==> config.mk <==
export PLATFORM = sky130hd
export DESIGN_NAME = hysteresis_edge_threshold_unit_flat
export DESIGN_NICKNAME = d
export VERILOG_FILES = /design/src/rtl/core/het_pkg.sv /design/src/rtl/core/het_if.sv /design/src/rtl/core/het_ram.sv /design/src/rtl/core/het_front.sv /design/src/rtl/core/het_queue.sv /design/src/rtl/core/het_back.sv /design/src/rtl/core/hysteresis_edge_threshold_unit.sv /design/src/flat_wrapper.sv
export SDC_FILE = /design/constraint.sdc
export NUM_CORES = 2
export LEC_CHECK = 0
export BUFFER_PORTS_ARGS = -buffer_cell sky130_fd_sc_hd__buf_2
export CORE_ASPECT_RATIO = 1.1
export CORE_MARGIN = 10
export CORE_UTILIZATION = 30
export DETAILED_ROUTE_END_ITERATION = 10
export GPL_ROUTABILITY_DRIVEN = 0
export HOLD_SLACK_MARGIN = 0.05
export PLACE_DENSITY = 0.48
export SYNTH_ARGS = -nofsm -noshare
export SYNTH_HDL_FRONTEND = slang
export SYNTH_MEMORY_MAX_BITS = 65536
export SYNTH_SLANG_ARGS = --single-unit
==> constraint.sdc <==
create_clock -name clk -period 19.8 [get_ports clk]
set_input_delay 2.97 -clock clk [delete_from_list [all_inputs] [get_ports clk]]
set_output_delay 2.97 -clock clk [all_outputs]
set_load 0.02 [all_outputs]
==> src/rtl/core/het_pkg.sv <==
// Shared types, codes and constants of the hysteresis edge threshold unit.
package het_pkg;

	localparam int MAX_WIDTH_DEF = 1024;
	localparam int QUEUE_DEPTH = 4;

	localparam logic [10:0] IMAGE_WIDTH_RST = 11'd1024;
	localparam logic [7:0] LOW_THRESHOLD_RST = 8'd50;
	localparam logic [7:0] HIGH_THRESHOLD_RST = 8'd150;
	localparam logic [7:0] EDGE_ON = 8'd255;

	typedef enum logic [1:0] {
		REG_IMAGE_WIDTH = 2'd0,
		REG_LOW_THRESHOLD = 2'd1,
		REG_HIGH_THRESHOLD = 2'd2
	} reg_idx_t;

	typedef enum logic [1:0] {
		CLS_LOW = 2'd0,
		CLS_WEAK = 2'd1,
		CLS_STRONG = 2'd2
	} cls_t;

	typedef enum logic [1:0] {
		KIND_PIXEL = 2'd0,
		KIND_DUP = 2'd1,
		KIND_ZERO = 2'd2
	} kind_t;

	typedef struct packed {
		logic [7:0] low;
		logic [7:0] high;
	} thr_t;

	typedef struct packed {
		logic emit;
		logic lrep;
		logic rrep;
		logic trep;
		logic last;
	} judge_t;

	typedef struct packed {
		cls_t top;
		cls_t mid;
		cls_t bot;
		judge_t jd;
	} col_entry_t;

endpackage

==> src/rtl/core/het_if.sv <==
// Stream interfaces for gradient pixels in and edge pixels out.
interface het_pix_if;
	logic       valid;
	logic       ready;
	logic       mode;
	logic [7:0] pixel_in;
	modport source (output valid, output mode, output pixel_in, input ready);
	modport sink (input valid, input mode, input pixel_in, output ready);
endinterface

interface het_edge_if;
	logic       valid;
	logic       ready;
	logic [7:0] edge_pixel;
	logic       frame_last;
	modport source (output valid, output edge_pixel, output frame_last, input ready);
	modport sink (input valid, input edge_pixel, input frame_last, output ready);
endinterface

==> src/rtl/core/het_ram.sv <==
// Generic single-write, single-read RAM with registered read data.
module het_ram #(
	parameter int WIDTH = 4,
	parameter int DEPTH = 1024,
	localparam int AW = (DEPTH > 1) ? $clog2(DEPTH) : 1
) (
	input  logic             clk,
	input  logic             we,
	input  logic [AW-1:0]    waddr,
	input  logic [WIDTH-1:0] wdata,
	input  logic             re,
	input  logic [AW-1:0]    raddr,
	output logic [WIDTH-1:0] rdata
);

	logic [WIDTH-1:0] mem [DEPTH];
	logic [WIDTH-1:0] rdata_q;

	always_ff @(posedge clk) begin
		if (we) begin
			mem[waddr] <= wdata;
		end
		if (re) begin
			rdata_q <= mem[raddr];
		end
	end

	assign rdata = rdata_q;

endmodule

==> src/rtl/core/het_front.sv <==
// Front end: accept and classify pixels, track row/column/flush, read and update line stores.
module het_front import het_pkg::*; #(
	parameter int MAX_WIDTH = MAX_WIDTH_DEF,
	localparam int CW = $clog2(MAX_WIDTH + 1),
	localparam int AW = (MAX_WIDTH > 1) ? $clog2(MAX_WIDTH) : 1
) (
	input  logic          clk,
	input  logic          arst_n,
	het_pix_if.sink       pix,
	input  logic [CW-1:0] width_eff,
	input  thr_t          thr,
	output logic          push,
	output col_entry_t    push_entry,
	input  logic          q_full
);

	logic [CW-1:0] column_q;
	logic [1:0]    row_phase_q;
	logic [CW-1:0] flush_q;

	logic          s1_valid_q;
	kind_t         kind_s1;
	cls_t          cls_s1;
	logic [AW-1:0] addr_s1;
	judge_t        jd_s1;
	logic          byp_s1;
	cls_t          byp_up_s1;
	cls_t          byp_mid_s1;

	logic          accept;
	logic          s1_adv;
	logic          go;
	logic          do_take;
	kind_t         kind_n;
	cls_t          cls_n;
	logic [CW-1:0] addr_n;
	judge_t        jd_n;
	logic [CW-1:0] c0;
	logic [1:0]    rp0;
	logic [CW-1:0] c_inc;
	logic [CW-1:0] c_n;
	logic [1:0]    rp_n;
	logic [CW-1:0] fc_n;

	logic [3:0]    rdata;
	cls_t          up_eff;
	cls_t          mid_eff;
	logic          ram_we;
	logic          ram_re;

	function automatic logic [1:0] rp_inc(input logic [1:0] rp);
		return (rp == 2'd3) ? rp : rp + 2'd1;
	endfunction

	function automatic cls_t classify(input logic [7:0] p, input thr_t t);
		if (p <= t.low) begin
			return CLS_LOW;
		end
		if (p > t.high) begin
			return CLS_STRONG;
		end
		return CLS_WEAK;
	endfunction

	assign s1_adv = s1_valid_q && !q_full;
	assign pix.ready = !s1_valid_q || !q_full;
	assign accept = pix.valid && pix.ready;

	always_comb begin
		c0 = column_q;
		rp0 = row_phase_q;
		fc_n = flush_q;
		if (c0 >= width_eff) begin
			c0 = '0;
			rp0 = rp_inc(rp0);
		end
		go = 1'b0;
		do_take = 1'b0;
		kind_n = KIND_PIXEL;
		cls_n = CLS_LOW;
		addr_n = '0;
		jd_n = '0;
		if (!pix.mode) begin
			if (flush_q != '0) begin
				c0 = '0;
				rp0 = '0;
				fc_n = '0;
			end
			do_take = 1'b1;
			cls_n = classify(pix.pixel_in, thr);
		end else if (c0 != '0) begin
			do_take = 1'b1;
		end
		c_n = c0;
		rp_n = rp0;
		c_inc = c0 + CW'(1);
		if (do_take) begin
			go = 1'b1;
			addr_n = c0;
			if (c0 == '0) begin
				jd_n.emit = (rp0 >= 2'd2);
				jd_n.lrep = (width_eff == CW'(1));
				jd_n.rrep = 1'b1;
				jd_n.trep = (rp0 == 2'd2);
			end else begin
				jd_n.emit = (rp0 != 2'd0);
				jd_n.lrep = (c0 == CW'(1));
				jd_n.trep = (rp0 == 2'd1);
			end
			if (c_inc >= width_eff) begin
				c_n = '0;
				rp_n = rp_inc(rp0);
			end else begin
				c_n = c_inc;
			end
		end else if (pix.mode && rp0 != 2'd0) begin
			priority if (flush_q == '0) begin
				go = 1'b1;
				kind_n = KIND_DUP;
				jd_n.emit = (rp0 >= 2'd2);
				jd_n.lrep = (width_eff == CW'(1));
				jd_n.rrep = 1'b1;
				jd_n.trep = (rp0 == 2'd2);
				fc_n = CW'(1);
			end else if (flush_q < width_eff) begin
				go = 1'b1;
				kind_n = KIND_DUP;
				addr_n = flush_q;
				jd_n.emit = 1'b1;
				jd_n.lrep = (flush_q == CW'(1));
				jd_n.trep = (rp0 == 2'd1);
				fc_n = flush_q + CW'(1);
			end else begin
				if (flush_q == width_eff) begin
					go = 1'b1;
					kind_n = KIND_ZERO;
					jd_n.emit = 1'b1;
					jd_n.lrep = (flush_q == CW'(1));
					jd_n.rrep = 1'b1;
					jd_n.trep = (rp0 == 2'd1);
					jd_n.last = 1'b1;
				end
				c_n = '0;
				rp_n = '0;
				fc_n = '0;
			end
		end
	end

	always_ff @(posedge clk or negedge arst_n) begin
		if (!arst_n) begin
			column_q <= '0;
			row_phase_q <= '0;
			flush_q <= '0;
			s1_valid_q <= 1'b0;
		end else begin
			if (accept) begin
				column_q <= c_n;
				row_phase_q <= rp_n;
				flush_q <= fc_n;
				s1_valid_q <= go;
			end else if (s1_adv) begin
				s1_valid_q <= 1'b0;
			end
		end
	end

	always_ff @(posedge clk) begin
		if (accept) begin
			kind_s1 <= kind_n;
			cls_s1 <= cls_n;
			addr_s1 <= addr_n[AW-1:0];
			jd_s1 <= jd_n;
			byp_s1 <= s1_valid_q && (kind_s1 == KIND_PIXEL) && (addr_s1 == addr_n[AW-1:0]);
			byp_up_s1 <= mid_eff;
			byp_mid_s1 <= cls_s1;
		end
	end

	assign ram_re = accept && go && (kind_n != KIND_ZERO);
	assign ram_we = s1_adv && (kind_s1 == KIND_PIXEL);
	assign up_eff = byp_s1 ? byp_up_s1 : cls_t'(rdata[3:2]);
	assign mid_eff = byp_s1 ? byp_mid_s1 : cls_t'(rdata[1:0]);

	het_ram #(
		.WIDTH(4),
		.DEPTH(MAX_WIDTH)
	) u_lines (
		.clk  (clk),
		.we   (ram_we),
		.waddr(addr_s1),
		.wdata({mid_eff, cls_s1}),
		.re   (ram_re),
		.raddr(addr_n[AW-1:0]),
		.rdata(rdata)
	);

	always_comb begin
		push_entry.jd = jd_s1;
		unique case (kind_s1)
			KIND_PIXEL: begin
				push_entry.top = up_eff;
				push_entry.mid = mid_eff;
				push_entry.bot = cls_s1;
			end
			KIND_DUP: begin
				push_entry.top = up_eff;
				push_entry.mid = mid_eff;
				push_entry.bot = mid_eff;
			end
			default: begin
				push_entry.top = CLS_LOW;
				push_entry.mid = CLS_LOW;
				push_entry.bot = CLS_LOW;
			end
		endcase
	end

	assign push = s1_adv;

	a_flush_at_row_start: assert property (@(posedge clk) disable iff (!arst_n)
		flush_q != '0 |-> column_q == '0)
		else $error("flush sequence running mid-row");

	a_zero_col_is_last: assert property (@(posedge clk) disable iff (!arst_n)
		s1_valid_q && kind_s1 == KIND_ZERO |-> jd_s1.last && jd_s1.emit)
		else $error("closing column without frame end");

endmodule

==> src/rtl/core/het_queue.sv <==
// Short register queue of window columns between front and back ends.
module het_queue import het_pkg::*; (
	input  logic       clk,
	input  logic       arst_n,
	input  logic       push,
	input  col_entry_t din,
	output logic       full,
	input  logic       pop,
	output logic       valid,
	output col_entry_t dout
);

	localparam int PW = $clog2(QUEUE_DEPTH);
	localparam int NW = $clog2(QUEUE_DEPTH + 1);

	col_entry_t    slot_q [QUEUE_DEPTH];
	logic [PW-1:0] wr_ptr_q;
	logic [PW-1:0] rd_ptr_q;
	logic [NW-1:0] count_q;

	function automatic logic [PW-1:0] ptr_next(input logic [PW-1:0] p);
		return (p == PW'(QUEUE_DEPTH - 1)) ? '0 : p + PW'(1);
	endfunction

	assign full = (count_q == NW'(QUEUE_DEPTH));
	assign valid = (count_q != '0);
	assign dout = slot_q[rd_ptr_q];

	always_ff @(posedge clk or negedge arst_n) begin
		if (!arst_n) begin
			wr_ptr_q <= '0;
			rd_ptr_q <= '0;
			count_q <= '0;
		end else begin
			if (push) begin
				wr_ptr_q <= ptr_next(wr_ptr_q);
			end
			if (pop) begin
				rd_ptr_q <= ptr_next(rd_ptr_q);
			end
			if (push && !pop) begin
				count_q <= count_q + NW'(1);
			end else if (pop && !push) begin
				count_q <= count_q - NW'(1);
			end
		end
	end

	always_ff @(posedge clk) begin
		if (push) begin
			slot_q[wr_ptr_q] <= din;
		end
	end

	a_no_overflow: assert property (@(posedge clk) disable iff (!arst_n)
		push |-> !full || pop)
		else $error("queue overflow");

endmodule

==> src/rtl/core/het_back.sv <==
// Back end: 3x3 class window, hysteresis decision and output register.
module het_back import het_pkg::*; (
	input  logic       clk,
	input  logic       arst_n,
	input  logic       q_valid,
	input  col_entry_t q_entry,
	output logic       pop,
	het_edge_if.source edges
);

	cls_t       win_q [3][3];
	cls_t       win_n [3][3];
	logic [1:0] cols [3];
	logic [1:0] rows [3];
	logic       hit;
	cls_t       centre;
	logic [7:0] edge_n;

	logic       out_valid_q;
	logic [7:0] edge_q;
	logic       last_q;
	logic       load;

	always_comb begin
		win_n[0] = win_q[1];
		win_n[1] = win_q[2];
		win_n[2][0] = q_entry.top;
		win_n[2][1] = q_entry.mid;
		win_n[2][2] = q_entry.bot;
		cols[0] = q_entry.jd.lrep ? 2'd1 : 2'd0;
		cols[1] = 2'd1;
		cols[2] = q_entry.jd.rrep ? 2'd1 : 2'd2;
		rows[0] = q_entry.jd.trep ? 2'd1 : 2'd0;
		rows[1] = 2'd1;
		rows[2] = 2'd2;
		hit = 1'b0;
		for (int a = 0; a < 3; a++) begin
			for (int b = 0; b < 3; b++) begin
				if (win_n[cols[a]][rows[b]] == CLS_STRONG) begin
					hit = 1'b1;
				end
			end
		end
		centre = win_n[1][1];
		edge_n = ((centre == CLS_STRONG) || (centre == CLS_WEAK && hit)) ? EDGE_ON : '0;
	end

	assign pop = q_valid && (!out_valid_q || edges.ready);
	assign load = pop && q_entry.jd.emit;

	always_ff @(posedge clk or negedge arst_n) begin
		if (!arst_n) begin
			for (int a = 0; a < 3; a++) begin
				for (int b = 0; b < 3; b++) begin
					win_q[a][b] <= CLS_LOW;
				end
			end
			out_valid_q <= 1'b0;
		end else begin
			if (pop) begin
				win_q <= win_n;
			end
			if (load) begin
				out_valid_q <= 1'b1;
			end else if (edges.ready) begin
				out_valid_q <= 1'b0;
			end
		end
	end

	always_ff @(posedge clk) begin
		if (load) begin
			edge_q <= edge_n;
			last_q <= q_entry.jd.last;
		end
	end

	assign edges.valid = out_valid_q;
	assign edges.edge_pixel = edge_q;
	assign edges.frame_last = last_q;

	a_edge_binary: assert property (@(posedge clk) disable iff (!arst_n)
		out_valid_q |-> (edge_q == '0 || edge_q == EDGE_ON))
		else $error("edge pixel neither 0 nor 255");

endmodule

==> src/rtl/core/hysteresis_edge_threshold_unit.sv <==
// Top level of the hysteresis edge threshold unit: register port and block wiring.
//
// Gradient-magnitude pixels enter on pix (valid/ready, mode 0 = pixel, mode 1 = flush)
// in raster order; edge pixels (0 or 255) leave on edges with frame_last on the last
// pixel of a frame. Results lag the pixel stream by image_width+1 beats; after the
// last pixel of a frame send flush beats until frame_last appears (image_width+1).
// Throughput is one beat per cycle while pix.ready is high; the line-store RAM takes
// one read and one write per cycle. A result travels from the beat that completes its
// window through the line-store read and stage-1 registers, then the column queue,
// then the window decision into the output register that drives edges.
// A four-entry column queue separates the front end from the output side, so pix
// keeps flowing while edges stalls until the queue fills; then pix.ready drops.
// Reset clears the row, column and flush counters, the window and the registers
// (width 1024, thresholds 50 and 150); line-store contents stay undefined and need no
// clearing, since border replication keeps stale entries out of every result. The user
// must write registers over the APB port only while the stream is idle (not enforced).
module hysteresis_edge_threshold_unit import het_pkg::*; #(
	parameter int MAX_WIDTH = MAX_WIDTH_DEF
) (
	input  logic        clk,
	input  logic        arst_n,
	het_pix_if.sink     pix,
	het_edge_if.source  edges,
	input  logic        psel,
	input  logic        penable,
	input  logic        pwrite,
	input  logic [3:0]  paddr,
	input  logic [31:0] pwdata,
	output logic [31:0] prdata,
	output logic        pready
);

	localparam int CW = $clog2(MAX_WIDTH + 1);

	logic [10:0]   image_width_q;
	logic [CW-1:0] width_eff_q;
	thr_t          thr_q;
	logic          wr_en;

	logic          push;
	col_entry_t    push_entry;
	logic          q_full;
	logic          pop;
	logic          q_valid;
	col_entry_t    q_entry;

	function automatic logic [CW-1:0] eff_width(input logic [10:0] v);
		if (v == '0) begin
			return CW'(1);
		end
		if (32'(v) > 32'(MAX_WIDTH)) begin
			return CW'(MAX_WIDTH);
		end
		return CW'(v);
	endfunction

	assign pready = 1'b1;
	assign wr_en = psel && penable && pwrite && pready;

	always_ff @(posedge clk or negedge arst_n) begin
		if (!arst_n) begin
			image_width_q <= IMAGE_WIDTH_RST;
			width_eff_q <= eff_width(IMAGE_WIDTH_RST);
			thr_q.low <= LOW_THRESHOLD_RST;
			thr_q.high <= HIGH_THRESHOLD_RST;
		end else if (wr_en) begin
			unique case (paddr[3:2])
				REG_IMAGE_WIDTH: begin
					image_width_q <= pwdata[10:0];
					width_eff_q <= eff_width(pwdata[10:0]);
				end
				REG_LOW_THRESHOLD: thr_q.low <= pwdata[7:0];
				REG_HIGH_THRESHOLD: thr_q.high <= pwdata[7:0];
				default: begin
				end
			endcase
		end
	end

	always_comb begin
		unique case (paddr[3:2])
			REG_IMAGE_WIDTH: prdata = {21'b0, image_width_q};
			REG_LOW_THRESHOLD: prdata = {24'b0, thr_q.low};
			REG_HIGH_THRESHOLD: prdata = {24'b0, thr_q.high};
			default: prdata = '0;
		endcase
	end

	het_front #(
		.MAX_WIDTH(MAX_WIDTH)
	) u_front (
		.clk       (clk),
		.arst_n    (arst_n),
		.pix       (pix),
		.width_eff (width_eff_q),
		.thr       (thr_q),
		.push      (push),
		.push_entry(push_entry),
		.q_full    (q_full)
	);

	het_queue u_queue (
		.clk   (clk),
		.arst_n(arst_n),
		.push  (push),
		.din   (push_entry),
		.full  (q_full),
		.pop   (pop),
		.valid (q_valid),
		.dout  (q_entry)
	);

	het_back u_back (
		.clk    (clk),
		.arst_n (arst_n),
		.q_valid(q_valid),
		.q_entry(q_entry),
		.pop    (pop),
		.edges  (edges)
	);

endmodule

==> src/flat_wrapper.sv <==
// flat-port wrapper written by rule: the top's interface ports become plain ports
module hysteresis_edge_threshold_unit_flat import het_pkg::*;
#(
	parameter int MAX_WIDTH = MAX_WIDTH_DEF
)
  (clk, arst_n, psel, penable, pwrite, paddr, pwdata, prdata, pready, pix_valid, pix_mode, pix_pixel_in, pix_ready, edges_valid, edges_edge_pixel, edges_frame_last, edges_ready);
  het_pix_if pix_i ();
  het_edge_if edges_i ();
  input  logic clk;
  input  logic arst_n;
  input  logic psel;
  input  logic penable;
  input  logic pwrite;
  input  logic [3:0] paddr;
  input  logic [31:0] pwdata;
  output logic [31:0] prdata;
  output logic pready;
  input wire logic [$bits(pix_i.valid)-1:0] pix_valid;
  input wire logic [$bits(pix_i.mode)-1:0] pix_mode;
  input wire logic [$bits(pix_i.pixel_in)-1:0] pix_pixel_in;
  output wire logic [$bits(pix_i.ready)-1:0] pix_ready;
  output wire logic [$bits(edges_i.valid)-1:0] edges_valid;
  output wire logic [$bits(edges_i.edge_pixel)-1:0] edges_edge_pixel;
  output wire logic [$bits(edges_i.frame_last)-1:0] edges_frame_last;
  input wire logic [$bits(edges_i.ready)-1:0] edges_ready;
  assign pix_i.valid = pix_valid;
  assign pix_i.mode = pix_mode;
  assign pix_i.pixel_in = pix_pixel_in;
  assign pix_ready = pix_i.ready;
  assign edges_valid = edges_i.valid;
  assign edges_edge_pixel = edges_i.edge_pixel;
  assign edges_frame_last = edges_i.frame_last;
  assign edges_i.ready = edges_ready;
  hysteresis_edge_threshold_unit #(.MAX_WIDTH(MAX_WIDTH)) u_core (.clk(clk), .arst_n(arst_n), .pix(pix_i), .edges(edges_i), .psel(psel), .penable(penable), .pwrite(pwrite), .paddr(paddr), .pwdata(pwdata), .prdata(prdata), .pready(pready));
endmodule
==> summary.txt <==
Status
  – Status: finished clean

Hold path
  – Worst hold-check path type: register to register
  – Hold EP: u_core.u_back.win_n[12]
  – Hold Path Origin: u_core.u_back.win_n[6]
  – Hold path cells: 2

Floorplan
  – # rows: 290
  – Die Width: 739 um
  – Die Height: 811 um
  – Ports: 96
  – Effective utilization at floorplan: 30.1%
  – Core Region: 567,000 um2
  – Die area: 599,000 um2

Synthesis
  – Register area share after synthesis: 74.6%
  – Syn Area/Cell: 17.0 um2
  – Compound-Gate Fraction of Synth Area: 6.06%
  – Post-synth EDFFs: 4,170
  – Post-synthesis cell type count: 88
  – Syn. warnings: 0
  – Top_reg_cell synth: edfxtp_1
  – Combinational family with the most area after synthesis: multiplexers
  – Gate Count Post-Synth: 10,100
  – XOR/XNOR Fraction of Synth Area: 0.118%
  – Async SR Flop Fraction: 1.95%
  – Post-synthesis instance area: 171,000 um2
  – Synth Register Bits: 4,253
  – Adder-cell area share of the yosys netlist: 0.459%
  – Post-synthesis simple-gate area fraction: 5.89%
  – Post-synthesis mux area share: 10.6%

Critical path
  – CP arrival: 11.08 ns
  – CP max FO: 107
  – Crit Path Category: primary input to register
  – Crit-path cells: buf_2 -> inv_1 -> a31oi_1 -> and2_1 -> o311a_4 -> nor2_4 -> buf_4 -> inv_8 -> buf_12 -> buf_12 -> buf_4 -> mux4_2 -> a22oi_1 -> a21oi_1 -> nor4_1 -> o22ai_1 -> o22ai_1 -> a311oi_1
  – CP startpoint kind: primary input
  – Crit path required time: 20.44 ns
  – Crit end category: register
  – R2R depth: 19
  – Crit path max-delay cell type: nor4_1
  – R2R setup slack: 10.64 ns
  – CP bufs+invs: 7
  – Critical path origin: pix_mode
  – Worst stage delay on the critical path: 0.78 ns
  – RR Endpoint: u_core.u_front.u_lines.rdata[1]
  – Family with the most delay on the worst path: compound AO/OA/AOI/OAI gates
  – R2r startpoint: u_core.u_front.flush_q[0]

Route
  – Vias/cell: 5.23
  – Vias: 94,200
  – Pre-antenna DRT Iters: 6
  – Wire per inst: 28.4 um
  – Antenna-violating nets left: 0
  – WL final: 511,000 um
  – First-iteration detailed-routing DRC count: 10,300
  – Drc violations: 0

GRT
  – First-pass GRT wire length: 723,000 um
  – Initial antenna violation count: 36
  – Pin count of the biggest net entering global routing: 195
  – Vias in the first global route: 96,700
  – GRT Total Usage: 16.4%
  – Total gr overflow: 0

Timing
  – Peak Freq: 95.8 MHz
  – Final Cycle Share: 52.7%
  – Pins Over Slew Limit: 0
  – TNS Setup: 0 ns
  – Final setup viols: 0
  – Final hold slack: 0.494 ns
  – Crit path time final: 10.44 ns
  – Hold Violations, Final: 0
  – Slew headroom: 10.6%
  – Clock skew: 0.0618 ns
  – Tightest Pin Transition: 1.33 ns
  – RSZ-0062 raised after global routing: false

Layout
  – Final Net Count: 10,200
  – Non-Filler Instances: 18,000
  – Commonest non-fill, non-tap cells in the layout: edfxtp_1 (4,170), nor2_1 (1,104), nand2_1 (766), mux4_2 (682), clkbuf_16 (450)
  – Share of layout cells above drive strength 1: 17.2%
  – Post-layout util: 34.3%
  – Most common cell after layout, fill and taps aside: edfxtp_1
  – P&R area growth vs syn: 13.8%

Clock network
  – Hold-fix buffers, CTS: 0
  – TritonCTS clock tree: built
  – Number of CTS-inserted buffers: 443
  – Root buf cell: clkbuf_16
  – CTS sink cnt: 4,253
  – Worst-Skew Late Latency: 1.03 ns
  – Resize count post-CTS: 0
  – Post-CTS Setup Bufs: 0
  – Max Root-Sink Buffers: 4
  – H-tree depth: 5
  – CTS clk-pin slew, worst paths: 0.06 ns

Power and ir drop
  – Leakage power: 59.5 nW
  – PwrDens: 127 nW/um2
  – VDD IR max: 0.108 mV

Placement
  – Hpwl dp: 299,000 um
  – Post-Place Cells: 17,200
  – PortBufs: 50

Flow run
  – Max_cap viols: 0
[state kept, by name, summed over array words and instances (netlist names), 3 cells and up]
signal,flops
u_core.image_width_q,11
u_core.thr_q,16
u_core.u_back.win_n,10
u_core.u_front.addr_s1,10
u_core.u_front.column_q,11
u_core.u_front.flush_q,11
u_core.u_front.push_entry,5
u_core.u_front.u_lines.mem,4096
u_core.u_front.u_lines.rdata,4
u_core.u_queue.count_q,3
u_core.u_queue.slot_q,44
u_core.width_eff_q,11
[where the power goes]
part	total, mW	internal [mW]	switching (mW)
registers	10.7	10.6	0.0812
clock network	8.45	4.90	3.55
logic	5.61	2.07	3.55
[cell families after synthesis]
| logic type | Yosys count |
|---|---|
| other | 2 |
| XOR/XNOR | 23 |
| flip-flops | 4253 |
| AND/OR/NAND/NOR | 2392 |
| buffers and inverters | 824 |
| multiplexers | 949 |
| adder cells (fa/ha/maj) | 62 |
| AO/OA/AOI/OAI | 1549 |
[worst max path at each step]
stage | endpoint | depth (start not counted)
after global placement | u_core.u_front.u_lines.rdata[1] | 18
after detailed placement | u_core.u_front.u_lines.rdata[1] | 18
after global routing | u_core.u_front.u_lines.rdata[3] | 18
final | u_core.u_front.u_lines.rdata[1] | 18
after CTS | u_core.u_front.u_lines.rdata[1] | 18
after floorplan | u_core.u_front.byp_mid_s1[0] | 0
[cell usage after synthesis, drive strengths merged, types with 8 or more instances]
library cell | instances | share of area [%]
a41oi | 22 | 0.11
or4 | 8 | 0.035
and4 | 9 | 0.046
nor3b | 14 | 0.062
a211oi | 213 | 0.94
o22a | 9 | 0.046
a22oi | 272 | 1.2
a221oi | 13 | 0.067
a31oi | 71 | 0.26
a32oi | 40 | 0.21
a32o | 34 | 0.20
dfstp | 9 | 0.14
a211o | 17 | 0.087
nand2b | 13 | 0.048
o2111ai | 8 | 0.041
nand4 | 40 | 0.16
xnor2 | 12 | 0.062
o21a | 12 | 0.053
o21ai | 250 | 0.73
clkbuf | 380 | 0.84
edfxtp | 4170 | 73
and3 | 75 | 0.28
ha | 61 | 0.45
a2111oi | 27 | 0.14
inv | 60 | 0.13
a22o | 32 | 0.16
o22ai | 119 | 0.44
o211ai | 8 | 0.035
nor2b | 12 | 0.044
nor4 | 45 | 0.18
dfrtp | 74 | 1.1
xor2 | 11 | 0.056
mux4 | 682 | 9.0
nor3 | 31 | 0.10
nand2 | 804 | 1.8
buf | 384 | 1.3
a311oi | 9 | 0.046
nand3 | 200 | 0.59
nor2 | 1113 | 2.5
and2 | 11 | 0.040
mux2i | 207 | 1.2
mux2 | 60 | 0.40
o41ai | 15 | 0.077
a21oi | 336 | 0.99
[worst min-delay path: cells and delay by family, from the launching register on]
kind,cells,cell delay (ns)
and+or+nand+nor,1,0.05
DFF,1,0.34
AOI/OAI and AO/OA,1,0.06
[layer usage]
metal | up-vias | global-route usage (%) | part of all wire (%)
met4 | 0 | 4.82 | 3.1
li1 | 39900 | - | -
met3 | 695 | 2.50 | 6.9
met5 | - | 0 | 0
met1 | 49900 | 21.9 | 41
met2 | 3733 | 27.6 | 49
[stage by stage]
| step | cell area, um2 | setup WS, ns | power, mW |
|---|---|---|---|
| after CTS | 194000 | 9.43 | 25.0 |
| final | 194000 | 9.36 | 24.7 |
| after detailed placement | 179000 | 8.35 | 16.5 |
| after global routing | 194000 | 9.26 | 25.7 |
| after global placement | 179000 | 8.38 | 16.4 |
| after floorplan | 171000 | 5.08 | 15.4 |
[layout make-up]
cell class,count,area [um2]
well taps,7592,9500
fillers,53700,373000
multi-input cells,4997,40100
clock inverters,290,3100
repair buffers,284,2280
flip-flops and latches,4253,127000
inverters,60,258
clock buffers,523,11600
diodes,12,30.0
Note: power is estimated with default switching activity, not from simulation.
